$ cat src/hw/rtl/rtdc_pkg.sv
package rtdc_pkg;

  localparam int CODE_W    = 15;
  localparam int OHM_W     = 16;
  localparam int TEMP_W    = 19;
  localparam int FRAC_BITS = 8;
  localparam int CFG_IDX_W = 2;

  localparam logic [CFG_IDX_W-1:0] REG_REFERENCE = CFG_IDX_W'(0);
  localparam logic [CFG_IDX_W-1:0] REG_NOMINAL   = CFG_IDX_W'(1);

  localparam logic [OHM_W-1:0] REFERENCE_RESET = OHM_W'(6880);
  localparam logic [OHM_W-1:0] NOMINAL_RESET   = OHM_W'(1600);

  // ratio x = code * ref * 512 / nom, Q24
  localparam int PROD_W    = CODE_W + OHM_W;
  localparam int PRE_SHIFT = 9;
  localparam int NUM_W     = PROD_W + PRE_SHIFT;
  localparam int XQ_FRAC   = 24;

  // r = 100 * x in Q16
  localparam int RQ_SH  = 8;
  localparam int RQ_MUL = 100;
  localparam int R_W    = 26;

  // quadratic branch
  localparam logic [63:0] K_Q24  = (64'd39083 * 64'd39083) << XQ_FRAC;
  localparam logic [63:0] FOUR_B = 64'd231000000;
  localparam logic [63:0] Y_MAX  = K_Q24 / FOUR_B;
  localparam int Y_W    = 27;
  localparam int DQ_W   = 55;
  localparam int ROOT_W = 28;
  localparam logic [ROOT_W-1:0] A_Q12 = ROOT_W'(39083 * 4096);

  localparam int DEN_Q    = 231;
  localparam int DEN_SH   = 12;
  localparam int P_MUL    = 20;
  localparam int N_W      = ROOT_W + 6 + FRAC_BITS;
  localparam int M_W      = N_W - DEN_SH;
  localparam int MAG_K    = M_W;
  localparam int MAG_W    = MAG_K - 7;
  localparam logic [MAG_W-1:0] MAGIC = MAG_W'((64'd1 << MAG_K) / 64'd231);
  localparam logic [N_W-1:0] N_OFFSET = N_W'(DEN_Q) << (DEN_SH - 1);

  // polynomial branch, Horner in signed fixed point
  localparam int H_W    = 44;
  localparam int SUM_W  = 64;
  localparam int SPLIT  = 22;
  localparam int POLY_N = 5;
  localparam logic signed [H_W-1:0] POLY_C5 = H_W'(64'sd42905);
  localparam logic signed [H_W-1:0] POLY_C [POLY_N] = '{
    H_W'(-64'sd7932809),
    H_W'(-64'sd1358398237),
    H_W'(64'sd11106356),
    H_W'(64'sd37292396),
    H_W'(-64'sd4060421816)
  };
  localparam int POLY_SH [POLY_N] = '{16, 16, 32, 24, 16};
  localparam int ROUND_SH = XQ_FRAC - FRAC_BITS;
  localparam logic signed [H_W-1:0] ROUND_ADD = H_W'(64'sd1) <<< (ROUND_SH - 1);

  localparam logic signed [TEMP_W-1:0] TEMP_MAX = {1'b0, {(TEMP_W-1){1'b1}}};
  localparam logic signed [TEMP_W-1:0] TEMP_MIN = {1'b1, {(TEMP_W-1){1'b0}}};

  typedef struct packed {
    logic              valid;
    logic              hi;
    logic              qok;
    logic [Y_W-1:0]    y;
    logic [R_W-1:0]    r;
  } poly_side_t;

  typedef struct packed {
    logic              valid;
    logic              qok;
    logic [TEMP_W-1:0] poly_t;
    logic              poly_sat;
  } root_side_t;

endpackage

$ cat src/hw/rtl/rtdc_div.sv
module rtdc_div (
  input  logic                       clk,
  input  logic                       rst,
  input  logic                       en,
  input  logic                       in_valid,
  input  logic [rtdc_pkg::NUM_W-1:0] dividend,
  input  logic [rtdc_pkg::OHM_W-1:0] divisor,
  output logic                       out_valid,
  output logic [rtdc_pkg::NUM_W-1:0] quotient
);

  localparam int NW = rtdc_pkg::NUM_W;
  localparam int OW = rtdc_pkg::OHM_W;

  logic          v_q    [NW];
  logic [OW:0]   rem_q  [NW];
  logic [NW-1:0] work_q [NW];

  // restoring division, one quotient bit per stage
  for (genvar i = 0; i < NW; i++) begin : g_stage
    logic          v_in;
    logic [OW:0]   rem_in;
    logic [NW-1:0] work_in;
    logic [OW:0]   trial;
    logic          ge;

    if (i == 0) begin : g_first
      assign v_in    = in_valid;
      assign rem_in  = '0;
      assign work_in = dividend;
    end else begin : g_next
      assign v_in    = v_q[i-1];
      assign rem_in  = rem_q[i-1];
      assign work_in = work_q[i-1];
    end

    assign trial = {rem_in[OW-1:0], work_in[NW-1]};
    assign ge    = trial >= {1'b0, divisor};

    always_ff @(posedge clk) begin
      if (rst) begin
        v_q[i] <= 1'b0;
      end else if (en) begin
        v_q[i] <= v_in;
      end
    end

    always_ff @(posedge clk) begin
      if (en) begin
        rem_q[i]  <= ge ? trial - {1'b0, divisor} : trial;
        work_q[i] <= {work_in[NW-2:0], ge};
      end
    end
  end

  assign out_valid = v_q[NW-1];
  assign quotient  = work_q[NW-1];

endmodule

$ cat config.mk
export PLATFORM = sky130hd
export DESIGN_NAME = rtdc_div
export DESIGN_NICKNAME = d
export VERILOG_FILES = /design/src/hw/rtl/rtdc_pkg.sv /design/src/hw/rtl/rtdc_div.sv
export SDC_FILE = /design/constraint.sdc
export NUM_CORES = 2
export LEC_CHECK = 0
export ABC_AREA = 1
export BUFFER_PORTS_ARGS = -buffer_cell sky130_fd_sc_hd__buf_4
export CAP_MARGIN = 20
export CORE_UTILIZATION = 45
export CTS_BUF_LIST = sky130_fd_sc_hd__clkbuf_16
export DETAILED_ROUTE_END_ITERATION = 12
export HOLD_SLACK_MARGIN = 0.15
export PLACE_DENSITY = 0.7
export SLEW_MARGIN = 30
export SYNTH_ARGS = -nofsm -noshare
export SYNTH_HDL_FRONTEND = slang
export SYNTH_SLANG_ARGS = --single-unit
$ cat constraint.sdc
create_clock -name clk -period 4.4 [get_ports clk]
set_input_delay 0.44 -clock clk [delete_from_list [all_inputs] [get_ports clk]]
set_output_delay 0.44 -clock clk [all_outputs]
set_load 0.01 [all_outputs]
# Yosys cells after proc, flatten, opt, wreduce, memory -nomap -nowiden
# Memory sizes are Yosys's and may differ from the RTL's.
# Index checks and enable logic that the tools add are counted.
# W data, S select, Z words.
# classes
n_addsub,40
order_cmp,40
n_mux,86
bitwise,40
# ops
cell,n
$mux W17,40
$ge A17 B16 Y1,39
$sub A17 B16 Y17,39
$mux W1,46
$or A1 B1 Y1,40
$sub A1 B16 Y17,1
$ge A1 B16 Y1,1
# word_totals
regBits,0
ramBits,2320
output_inout_bits,41
elab_cells,209
mem_count,3
# mem_list
memory,words,word_bits,rd,rd_clocked_by_memory_dff,wr,line,source
work_q,40,40,40,0,40,rtdc_div.sv:17,logic [NW-1:0] work_q [NW];
rem_q,40,17,39,0,40,rtdc_div.sv:16,logic [OW:0] rem_q [NW];
v_q,40,1,40,0,40,rtdc_div.sv:15,logic v_q [NW];

# Depth between registers and ports, before layout
# logic_depth
word_depth,4
mapped_depth,15
ltp_nobuf,13

# Least setup slack after synthesis
# Ideal clock, no wire load.
# synth_path
path_type,input port to flip-flop
start,input divisor[2] (netlist bit)
end,"memory rem_q[0][72] (netlist bit), data pin"
arrival_ns,2.541
setup_slack_ns,1.607
path_stages,14
path_buffers,2
cell_sequence,inv_1 > ha_1 > clkbuf_2 > nand2_1 > nand2_1 > nand2_1 > nand3_1 > nand2_1 > nand3_2 > nand2_2 > nand2_4 > buf_12 > nand2_2 > nand2_1
# synth_rtl
item,line,source
"start, declared",rtdc_div.sv:7,"input logic [rtdc_pkg::OHM_W-1:0] divisor,"
"end, declared",rtdc_div.sv:16,

==> summary.txt <==
status -> completed
Max Clock Skew -> 0.1014 ns
CP Class -> in2reg
Post-CTS Hold Buffers -> 51
CTS tree -> yes
initial antenna violation count -> 4
I/O pins -> 101
Post-Place Worst Slack -> 0.8814 ns
placed wire-length estimate -> 180.7 mm
Primary FF master, synth -> edfxtp_1
GRT Total Usage -> 19.57%
routed wire length -> 259.9 mm
Hold Path Stages -> 5
MaxCap Viol Count -> 0
share of cells above drive strength 1 -> 6.986%
CP max FO -> 12
total core area -> 259500 um^2
Synth top area share -> 57.90%
routability congestion estimate from global placement -> 0.9332
fin crit period -> 3.484 ns
Post-Synthesis Cells -> 12220
mapped cell area -> 117400 um^2
Yosys cell types -> 44
# DRC -> 0
Leak -> 60.50 nW
crit path from -> divisor[2]
power per cell area -> 670.1 nW/um^2
Slew headroom -> 35.07%
1st-pass router iterations -> 8
Die Wd -> 512.8 um
critical path arrival -> 4.24 ns
Setup Total Neg Slack -> 0 ns
Post-synth EDFFs -> 2264
FFs w/ async S/R, synth -> 0%
RSZ-0062 raised after global routing -> no
hold path startpoint -> divisor[4]
worst min path class -> in2reg
Post-CTS Setup Inserts -> 0
WL/cell -> 16.05 um
Slew Viols, Final -> 0
GRT overflow -> 0
routed vias/inst -> 5.026
Worst Setup End Kind -> flip-flop
Slew @ Worst Pin -> 0.9739 ns
CTS clock-pin slew for the worst setup and hold paths -> 0.06 ns
Avg Synthesized Cell Area -> 9.611 um^2
# resized after CTS -> 0
Syn-to-layout area delta -> 11.68%
syn nets -> 12940
Tot Pwr -> 87.88 mW
clock buffer depth -> 4
H-Tree Depth -> 4
Reg2Reg Depth -> 11
Starting Density -> 45.25%
row count -> 187
nets@finish -> 13330
PortBufs -> 100
clk sinks -> 2264
VDD IR max -> 0.0004061 V
Yosys reg bits -> 2264
Final ANT Viol Nets -> 0
post-synth top area cell -> edfxtp_1
Seq/Total Area, Yosys -> 57.90%
initial drt markers -> 6783
final hold viol count -> 0
CTS Buf Count -> 244
Clock Latency Late Sink -> 0.94 ns
largest net degree at the start of global routing -> 167
worst setup margin -> 0.9160 ns
Ys Warns -> 0
Vias -> 81430
worst r2r src -> rem_q[2][62]
final worst path period share -> 79.18%
final setup fails -> 0
worst path required time -> 5.16 ns
fmax -> 0.2870 GHz
vias in the first global route -> 76730
Worst setup SP type -> primary input
Area contributors post-synth -> edfxtp_1 58%, nand2_1 14%, ha_1 6.7%
first-pass GRT wire length -> 411.7 mm
Die H -> 512.8 um
CTS Root Cell -> clkbuf_16
Die Area -> 263000 um^2
-- power breakdown --
group / switching [mW] / internal, mW / leakage, nW
Sequential: 2.80 / 29.8 / 22.3
Combinational: 23.2 / 12.3 / 34.3
Clock: 8.42 / 11.4 / 3.94
Total: 34.4 / 53.5 / 60.5
-- synthesized netlist by cell type (16+ instances only) --
cell type / number
edfxtp_1: 2264
nor2_2: 32
xor2_1: 173
inv_2: 39
o21ai_0: 32
xnor2_1: 80
and3_1: 41
nand2_2: 81
nor2_1: 578
nand3_1: 1017
nor3_1: 120
a21oi_1: 345
buf_6: 38
nand3_2: 38
nand2_4: 40
ha_1: 626
inv_1: 1729
o21ai_1: 16
or2_2: 36
nand4_1: 154
o21a_1: 23
fa_1: 38
buf_2: 65
nand2_1: 4413
nor2_4: 25
nand3b_1: 82
and2_1: 17
-- worst max-delay path: stages --
cell and delay, ns:
dlygate4sd3_1 0.54, buf_4 0.16, clkinv_2 0.36, buf_4 0.42
nand2_1 0.15, nor4_1 0.27, dlygate4sd3_1 0.58, nand2_1 0.05
dlygate4sd3_1 0.57, nor3_1 0.13, dlygate4sd3_1 0.57
-- final timing paths --
check	end	slack, ns
max	rem_q[0][15]	0.92
min	rem_q[0][13]	0.21
max reg2reg	rem_q[2][77]	1.86
min reg2reg	work_q[1][222]	0.32
-- metal layers --
metal	wire [um]	vias to the layer above	global-route usage [%]
met1	118100	37570	27.49
met3	16010	486	2.681
li1	-	41120	-
met4	7734	4	5.711
met2	118000	2248	31.55
met5	27	-	0
-- metrics by stage --
step	util [%]	instances	area, um^2	hold slack (ns)
floorplan	-	12220	117400	0.4003
global placement	47.32	15710	122800	0.4002
detailed placement	47.32	15710	122800	0.4045
CTS	50.53	16200	131100	0.1526
global route	50.54	16200	131100	0.1744
finish	50.54	16200	131100	0.2093
-- logic make-up (layout without fill, tap and decap cells) --
group | Yosys count | after routing | synth area share, %
other cells | 0 | 1 | 0
compound gates | 427 | 427 | 1.892
flops | 2264 | 2264 | 57.90
simple gates | 6708 | 6708 | 24.50
xor+xnor | 253 | 253 | 1.887
fa+ha+maj | 664 | 664 | 7.318
buf+inv | 1902 | 2481 | 6.504
-- sequential cells by signal (all words and copies together), names as in the netlist --
| register | flops |
|---|---|
| rem_q | 624 |
| work_q | 1600 |
| v_q | 40 |
-- layout make-up --
type                            instances  area (um^2)
Inverter                             1768         6649
Sequential cell                      2264        67990
Fill cell                           23370       128300
Multi-Input combinational cell       8052        41800
Antenna cell                            1        2.502
Tap cell                             3402         4257
Clock inverter                        194         1672
Timing Repair Buffer                  274         2641
Clock buffer                          245         6131
-- layout by cell type (no fill, tap or decap), types with 7 or more instances in the layout --
| cell | n |
|---|---|
| o21ai_1 | 16 |
| buf_12 | 33 |
| edfxtp_1 | 2264 |
| nand4_1 | 154 |
| inv_1 | 1752 |
| and3_1 | 41 |
| xnor2_1 | 80 |
| nand3_2 | 38 |
| nand3b_1 | 82 |
| clkinvlp_4 | 12 |
| nor4_2 | 7 |
| nor2_1 | 578 |
| ha_1 | 626 |
| o21ai_0 | 32 |
| nand2_1 | 4413 |
| inv_6 | 13 |
| clkinv_4 | 13 |
| o21a_1 | 23 |
| nor2_4 | 25 |
| bufinv_16 | 22 |
| xor2_1 | 173 |
| nand2_4 | 40 |
| nand3_1 | 1017 |
| nor2_2 | 32 |
| dlygate4sd3_1 | 51 |
| inv_2 | 44 |
| or2_0 | 9 |
| nand2_2 | 81 |
| or2_2 | 36 |
| nor3_1 | 120 |
| buf_4 | 187 |
| clkinv_1 | 52 |
| and2_1 | 17 |
| a21oi_1 | 345 |
| fa_1 | 38 |
| clkbuf_16 | 245 |
| clkinv_2 | 46 |
| o21bai_1 | 8 |
Power figures use the tool's default switching activity.
