===== src/hw/rtl/rtdc_pkg.sv =====
package rtdc_pkg;

  localparam int CODE_W    = 15;
  localparam int OHM_W     = 16;
  localparam int TEMP_W    = 19;
  localparam int FRAC_BITS = 8;
  localparam int CFG_IDX_W = 2;

  localparam logic [CFG_IDX_W-1:0] REG_REFERENCE = CFG_IDX_W'(0);
  localparam logic [CFG_IDX_W-1:0] REG_NOMINAL   = CFG_IDX_W'(1);

  localparam logic [OHM_W-1:0] REFERENCE_RESET = OHM_W'(6880);
  localparam logic [OHM_W-1:0] NOMINAL_RESET   = OHM_W'(1600);

  // ratio x = code * ref * 512 / nom, Q24
  localparam int PROD_W    = CODE_W + OHM_W;
  localparam int PRE_SHIFT = 9;
  localparam int NUM_W     = PROD_W + PRE_SHIFT;
  localparam int XQ_FRAC   = 24;

  // r = 100 * x in Q16
  localparam int RQ_SH  = 8;
  localparam int RQ_MUL = 100;
  localparam int R_W    = 26;

  // quadratic branch
  localparam logic [63:0] K_Q24  = (64'd39083 * 64'd39083) << XQ_FRAC;
  localparam logic [63:0] FOUR_B = 64'd231000000;
  localparam logic [63:0] Y_MAX  = K_Q24 / FOUR_B;
  localparam int Y_W    = 27;
  localparam int DQ_W   = 55;
  localparam int ROOT_W = 28;
  localparam logic [ROOT_W-1:0] A_Q12 = ROOT_W'(39083 * 4096);

  localparam int DEN_Q    = 231;
  localparam int DEN_SH   = 12;
  localparam int P_MUL    = 20;
  localparam int N_W      = ROOT_W + 6 + FRAC_BITS;
  localparam int M_W      = N_W - DEN_SH;
  localparam int MAG_K    = M_W;
  localparam int MAG_W    = MAG_K - 7;
  localparam logic [MAG_W-1:0] MAGIC = MAG_W'((64'd1 << MAG_K) / 64'd231);
  localparam logic [N_W-1:0] N_OFFSET = N_W'(DEN_Q) << (DEN_SH - 1);

  // polynomial branch, Horner in signed fixed point
  localparam int H_W    = 44;
  localparam int SUM_W  = 64;
  localparam int SPLIT  = 22;
  localparam int POLY_N = 5;
  localparam logic signed [H_W-1:0] POLY_C5 = H_W'(64'sd42905);
  localparam logic signed [H_W-1:0] POLY_C [POLY_N] = '{
    H_W'(-64'sd7932809),
    H_W'(-64'sd1358398237),
    H_W'(64'sd11106356),
    H_W'(64'sd37292396),
    H_W'(-64'sd4060421816)
  };
  localparam int POLY_SH [POLY_N] = '{16, 16, 32, 24, 16};
  localparam int ROUND_SH = XQ_FRAC - FRAC_BITS;
  localparam logic signed [H_W-1:0] ROUND_ADD = H_W'(64'sd1) <<< (ROUND_SH - 1);

  localparam logic signed [TEMP_W-1:0] TEMP_MAX = {1'b0, {(TEMP_W-1){1'b1}}};
  localparam logic signed [TEMP_W-1:0] TEMP_MIN = {1'b1, {(TEMP_W-1){1'b0}}};

  typedef struct packed {
    logic              valid;
    logic              hi;
    logic              qok;
    logic [Y_W-1:0]    y;
    logic [R_W-1:0]    r;
  } poly_side_t;

  typedef struct packed {
    logic              valid;
    logic              qok;
    logic [TEMP_W-1:0] poly_t;
    logic              poly_sat;
  } root_side_t;

endpackage


===== src/hw/rtl/rtdc_sqrt.sv =====
module rtdc_sqrt (
  input  logic                        clk,
  input  logic                        rst,
  input  logic                        en,
  input  logic [rtdc_pkg::DQ_W-1:0]   in_dq,
  input  rtdc_pkg::root_side_t        in_side,
  output logic [rtdc_pkg::ROOT_W-1:0] out_root,
  output rtdc_pkg::root_side_t        out_side
);

  localparam int RN = rtdc_pkg::ROOT_W;
  localparam int RW = rtdc_pkg::DQ_W + 1;

  rtdc_pkg::root_side_t side_q [RN];
  logic [RW-1:0]        rem_q  [RN];
  logic [RN-1:0]        root_q [RN];

  // floor square root, one root bit per stage, MSB first
  for (genvar i = 0; i < RN; i++) begin : g_stage
    localparam int K = RN - 1 - i;
    rtdc_pkg::root_side_t side_in;
    logic [RW-1:0]        rem_in;
    logic [RN-1:0]        root_in;
    logic [RW-1:0]        trial;
    logic                 ge;

    if (i == 0) begin : g_first
      assign side_in = in_side;
      assign rem_in  = RW'(in_dq);
      assign root_in = '0;
    end else begin : g_next
      assign side_in = side_q[i-1];
      assign rem_in  = rem_q[i-1];
      assign root_in = root_q[i-1];
    end

    assign trial = (RW'(root_in) << (K + 1)) | (RW'(1) << (2 * K));
    assign ge    = rem_in >= trial;

    always_ff @(posedge clk) begin
      if (rst) begin
        side_q[i].valid <= 1'b0;
      end else if (en) begin
        side_q[i] <= side_in;
      end
    end

    always_ff @(posedge clk) begin
      if (en) begin
        rem_q[i]  <= ge ? rem_in - trial : rem_in;
        root_q[i] <= ge ? root_in | (RN'(1) << K) : root_in;
      end
    end
  end

  assign out_root = root_q[RN-1];
  assign out_side = side_q[RN-1];

endmodule


===== config.mk =====
export PLATFORM = sky130hd
export DESIGN_NAME = rtdc_sqrt
export DESIGN_NICKNAME = d
export VERILOG_FILES = /design/src/hw/rtl/rtdc_pkg.sv /design/src/hw/rtl/rtdc_sqrt.sv
export SDC_FILE = /design/constraint.sdc
export NUM_CORES = 2
export LEC_CHECK = 0
export BUFFER_PORTS_ARGS = -buffer_cell sky130_fd_sc_hd__buf_4
export CAP_MARGIN = 0
export CELL_PAD_IN_SITES_DETAIL_PLACEMENT = 2
export CELL_PAD_IN_SITES_GLOBAL_PLACEMENT = 2
export CORE_MARGIN = 2
export CORE_UTILIZATION = 40
export CTS_BUF_LIST = sky130_fd_sc_hd__clkbuf_16
export DETAILED_ROUTE_END_ITERATION = 12
export GPL_ROUTABILITY_DRIVEN = 0
export PLACE_DENSITY = 0.78
export SLEW_MARGIN = 10
export SYNTH_ARGS = -nofsm -noshare
export SYNTH_HDL_FRONTEND = slang
export SYNTH_SLANG_ARGS = --single-unit

===== constraint.sdc =====
create_clock -name clk -period 47.3 [get_ports clk]
set_clock_uncertainty 0.2 [all_clocks]
set_input_delay 7.095 -clock clk [delete_from_list [all_inputs] [get_ports clk]]
set_output_delay 7.095 -clock clk [all_outputs]
set_load 0.05 [all_outputs]

# After elaboration in Yosys (flattened, before gate mapping)
# Memories as Yosys holds them, arrays and structs flattened.
# Index checks and enable logic that the tools add are counted.
[totals]
ff_bits = 0
ram_bits = 2968
out_inout_bits = 50
memories = 3
[memory_table]
columns = ["memory", "depth", "word_bits", "read_ports", "rd_ports_with_merged_regs", "write_ports", "line_no", "text"]
rows = [
  ["rem_q", 28, 56, 27, 0, 28, "rtdc_sqrt.sv:15", "logic [RW-1:0] rem_q [RN];"],
  ["root_q", 28, 28, 28, 0, 28, "rtdc_sqrt.sv:16", "logic [RN-1:0] root_q [RN];"],
  ["side_q", 28, 22, 28, 0, 28, "rtdc_sqrt.sv:14", "rtdc_pkg::root_side_t side_q [RN];"],
]
[classes]
add_sub_neg = 28
magnitude_cmp = 28
mux = 90
n_bitwise = 28
[op_table]
columns = ["op", "n"]
rows = [
  ["56-bit two-way mux", 28],
  ["56-bit by 29-bit greater-or-equal comparator with 1-bit output", 1],
  ["56-bit by 30-bit greater-or-equal comparator with 1-bit output", 1],
  ["56-bit by 31-bit greater-or-equal comparator with 1-bit output", 1],
  ["56-bit by 32-bit greater-or-equal comparator with 1-bit output", 1],
  ["56-bit by 33-bit greater-or-equal comparator with 1-bit output", 1],
  ["56-bit by 34-bit greater-or-equal comparator with 1-bit output", 1],
  ["56-bit by 35-bit greater-or-equal comparator with 1-bit output", 1],
  ["56-bit by 36-bit greater-or-equal comparator with 1-bit output", 1],
  ["56-bit by 37-bit greater-or-equal comparator with 1-bit output", 1],
  ["56-bit by 38-bit greater-or-equal comparator with 1-bit output", 1],
  ["56-bit by 39-bit greater-or-equal comparator with 1-bit output", 1],
  ["56-bit by 40-bit greater-or-equal comparator with 1-bit output", 1],
  ["56-bit by 41-bit greater-or-equal comparator with 1-bit output", 1],
  ["56-bit by 42-bit greater-or-equal comparator with 1-bit output", 1],
  ["56-bit by 43-bit greater-or-equal comparator with 1-bit output", 1],
  ["56-bit by 44-bit greater-or-equal comparator with 1-bit output", 1],
  ["56-bit by 45-bit greater-or-equal comparator with 1-bit output", 1],
  ["56-bit by 46-bit greater-or-equal comparator with 1-bit output", 1],
  ["56-bit by 47-bit greater-or-equal comparator with 1-bit output", 1],
  ["56-bit by 48-bit greater-or-equal comparator with 1-bit output", 1],
  ["56-bit by 49-bit greater-or-equal comparator with 1-bit output", 1],
  ["56-bit by 50-bit greater-or-equal comparator with 1-bit output", 1],
  ["56-bit by 51-bit greater-or-equal comparator with 1-bit output", 1],
  ["62 further kinds", 123],
]

# Longest topological paths before layout
[depth]
depth_word = 4
depth_mapped = 15
depth_no_buf = 11

# Worst setup path before layout
# OpenSTA, ideal clock, no wires.
[synth_timing]
path_kind = "input -> register"
startpoint = "in en"
endpoint = "mem side_q[0][109] (netlist bit), data pin"
arrival_time_ns = 24.281
required_ns = 46.840
path_slack_ns = 22.559
cell_stages = 3
n_path_buf = 1
cell_sequence = "nor2b_1 > clkbuf_1 > and2_1"
[synth_rtl]
columns = ["element", "line_no", "text"]
rows = [
  ["start, declared", "rtdc_sqrt.sv:4", "input logic en,"],
  ["end, declared", "rtdc_sqrt.sv:14", ""],
]

==> run metrics <==
Resized cells post-CTS 0; via count 81100; port bufs 129; maximum fanout along the worst path between 150 and 200; type of origin of the critical path input pin; CP Class in2reg; I/O pins 130; Critical Path RT roughly 48 ns; worst hold-check path type reg2reg; Tmin final around 14 ns; # Post-CTS Setup Buffers 0; first-pass GRT wire length between 600 and 700 mm; DIE HEIGHT 531 microns; Max Cap Viol 1; H-tree levels 5; Yosys warnings 0; register bit total from synthesis 2534; Bufs on Longest Clock Path 4; number of synthesized flops with an enable pin ~2500; utilization after layout 45.5%; gr usage total a little over a third; DR iter-0 viols 10700; Tcrit/Tclk final 29.3%; WL final 507 mm; Initial Utilization 40.2%; Clock Sinks roughly 2500; Clk Latency, worst-skew pair 0.98 ns; Num CTS Buffers 280; Final setup violation count 0; share of cells above drive strength 1 8.03%; drt first pass iters 8; commonest non-fill, non-tap cell in the layout edfxtp_1; final global-route overflow total 0; DRC 0; vias in the first global route 84800; HPWL after detailed placement 321 mm; sequential share of the synthesized area between 60% and 70%; post-route antenna net violation count 0; CTS tree yes; drt wl/cell ~41 microns; CTS hold repair buffers 0; Vias/cell 6.56; max frequency slightly above 0.07 GHz; initial antenna violation count 113; outcome complete, but fails checks; Worst-Margin Slew 2.45 ns; Die X 531 microns; failing checks max-capacitance violations, max-slew violations; Slew Limit Fails between 100 and 150; met3 WL 45.3 mm; Cell Area, Synth ~0.11 sq mm; VDD IR max between 0.03 and 0.04 mV; Area Overhead vs Synth 13.1%; Final TNS setup 0 ns; Hold Fails Final Rpt 0; leakage power 0.0458 uW; Worst-path clk slew 0.13 ns; crit path DAT 14.13 ns; ys async rst share 0%; most frequent cells in the layout edfxtp_1, inv_1, nand2_1; Mapped Cells 8060; Avg Cell Area, Syn 13.8 sq um; Cell variety after synth 94; Synth Flop Type edfxtp_1; core area approximately 0.28 sq mm; RSZ-0062 raised after global routing false; met2 WL post-DR 246 mm; Worst slew margin -65.2%; row count 193; net count reported at finish 8890; Top Metal Used met5; Worst Setup End Kind register; largest net degree at the start of global routing 190; wl on met1 158 mm; CTS root buffer clkbuf_16; full die area approximately 0.28 sq mm; Pwr per Cell Area 52.6 mW/mm^2
==> Yosys cell counts, drive strengths merged, types with 14 or more instances <==
library cell,n,share of area (%)
nand3,118,0.53
xor2,317,2.5
o21bai,30,0.20
nor2b,57,0.32
nor4b,35,0.28
a211oi,52,0.35
ha,430,4.8
nand3b,19,0.14
a21oi,432,2.0
or3,88,0.50
nor4,253,1.4
a21o,153,1.0
o211ai,41,0.28
edfxtp,2534,69
nand4b,19,0.15
clkbuf,131,0.44
a21boi,14,0.095
and2,66,0.37
or4,56,0.39
o21ai,391,1.8
or2,37,0.21
a31oi,47,0.26
nor2,478,1.6
and4,22,0.17
and3,34,0.19
mux2,42,0.43
a211o,15,0.12
nand4,123,0.69
o21a,62,0.42
nor3,217,0.98
a2111oi,14,0.12
o31ai,36,0.24
nand2b,77,0.43
o2111ai,18,0.14
o31a,15,0.12
buf,29,0.15
nand2,498,1.7
inv,548,1.9
nor3b,18,0.12
xnor2,346,2.7
==> worst paths after layout <==
check                               startpoint        endpoint  slack [ns]  cells past startpoint
worst max-delay path                        en   rem_q[19][45]       33.44                      7
worst min-delay path            side_q[0][281]  side_q[0][303]        0.16                      0
worst max register to register   root_q[1][11]   rem_q[17][22]       41.29                      9
worst min register to register  side_q[0][281]  side_q[0][303]        0.16                      0
==> where the power goes <==
group          switching, uW  internal, uW  total (uW)
clock                   1060          1210        2270
combinational            860           409        1270
sequential               284          2780        3060
total                   2210          4400        6610
==> logic make-up (layout without fill, tap and decap cells) <==
family | Yosys count | count (layout) | share of synthesized area, %
AOI/OAI and AO/OA | 1430 | 1430 | 8.01
xor gates and xnor gates | 663 | 663 | 5.23
other | 1 | 82 | 0.00338
muxes | 50 | 50 | 0.501
adders and majority gates | 430 | 430 | 4.84
buffers and inverters | 708 | 1239 | 2.45
and+or+nand+nor | 2244 | 2244 | 10.5
DFF | 2534 | 2534 | 68.5
==> sequential cells by signal (all words and copies together), names as in the netlist <==
name / cells
root_q: 406
rem_q: 1512
side_q: 616
==> stage by stage <==
step	total power (uW)	hold WS [ns]	setup WS [ns]	instance area, sq um	std cells
3_3_place_gp	4010	0.201	34.01	117000	11800
5_1_grt	6730	0.172	33.52	125000	12300
3_5_place_dp	4210	0.205	33.21	117000	11800
2_1_floorplan	3670	0.200	22.56	111000	8061
4_1_cts	6500	0.200	33.98	125000	12300
6_report	6610	0.163	33.44	126000	12400
==> area by class of cell <==
cell class	count	area (sq um)
fillers	26600	151000
inverters	548	2060
multi-input cells	4819	32400
repair buffers	197	1560
well taps	3705	4640
clock inverters	204	1470
diodes	80	200
clock buffers	290	7260
flip-flops and latches	2534	76100
==> critical path, stage by stage <==
cell,delay [ns]
buf_16,0.28
buf_4,1.03
buf_4,1.07
buf_12,0.55
buf_4,1.11
buf_4,0.96
buf_4,0.93
==> per-layer routing <==
layer  vias to the layer above  track usage (%)
met1                     40900             34.9
met2                      6255             58.4
met3                      2806             10.8
met4                        72             31.4
li1                      31100                -
met5                         -            0.359
Power figures use the tool's default switching activity.
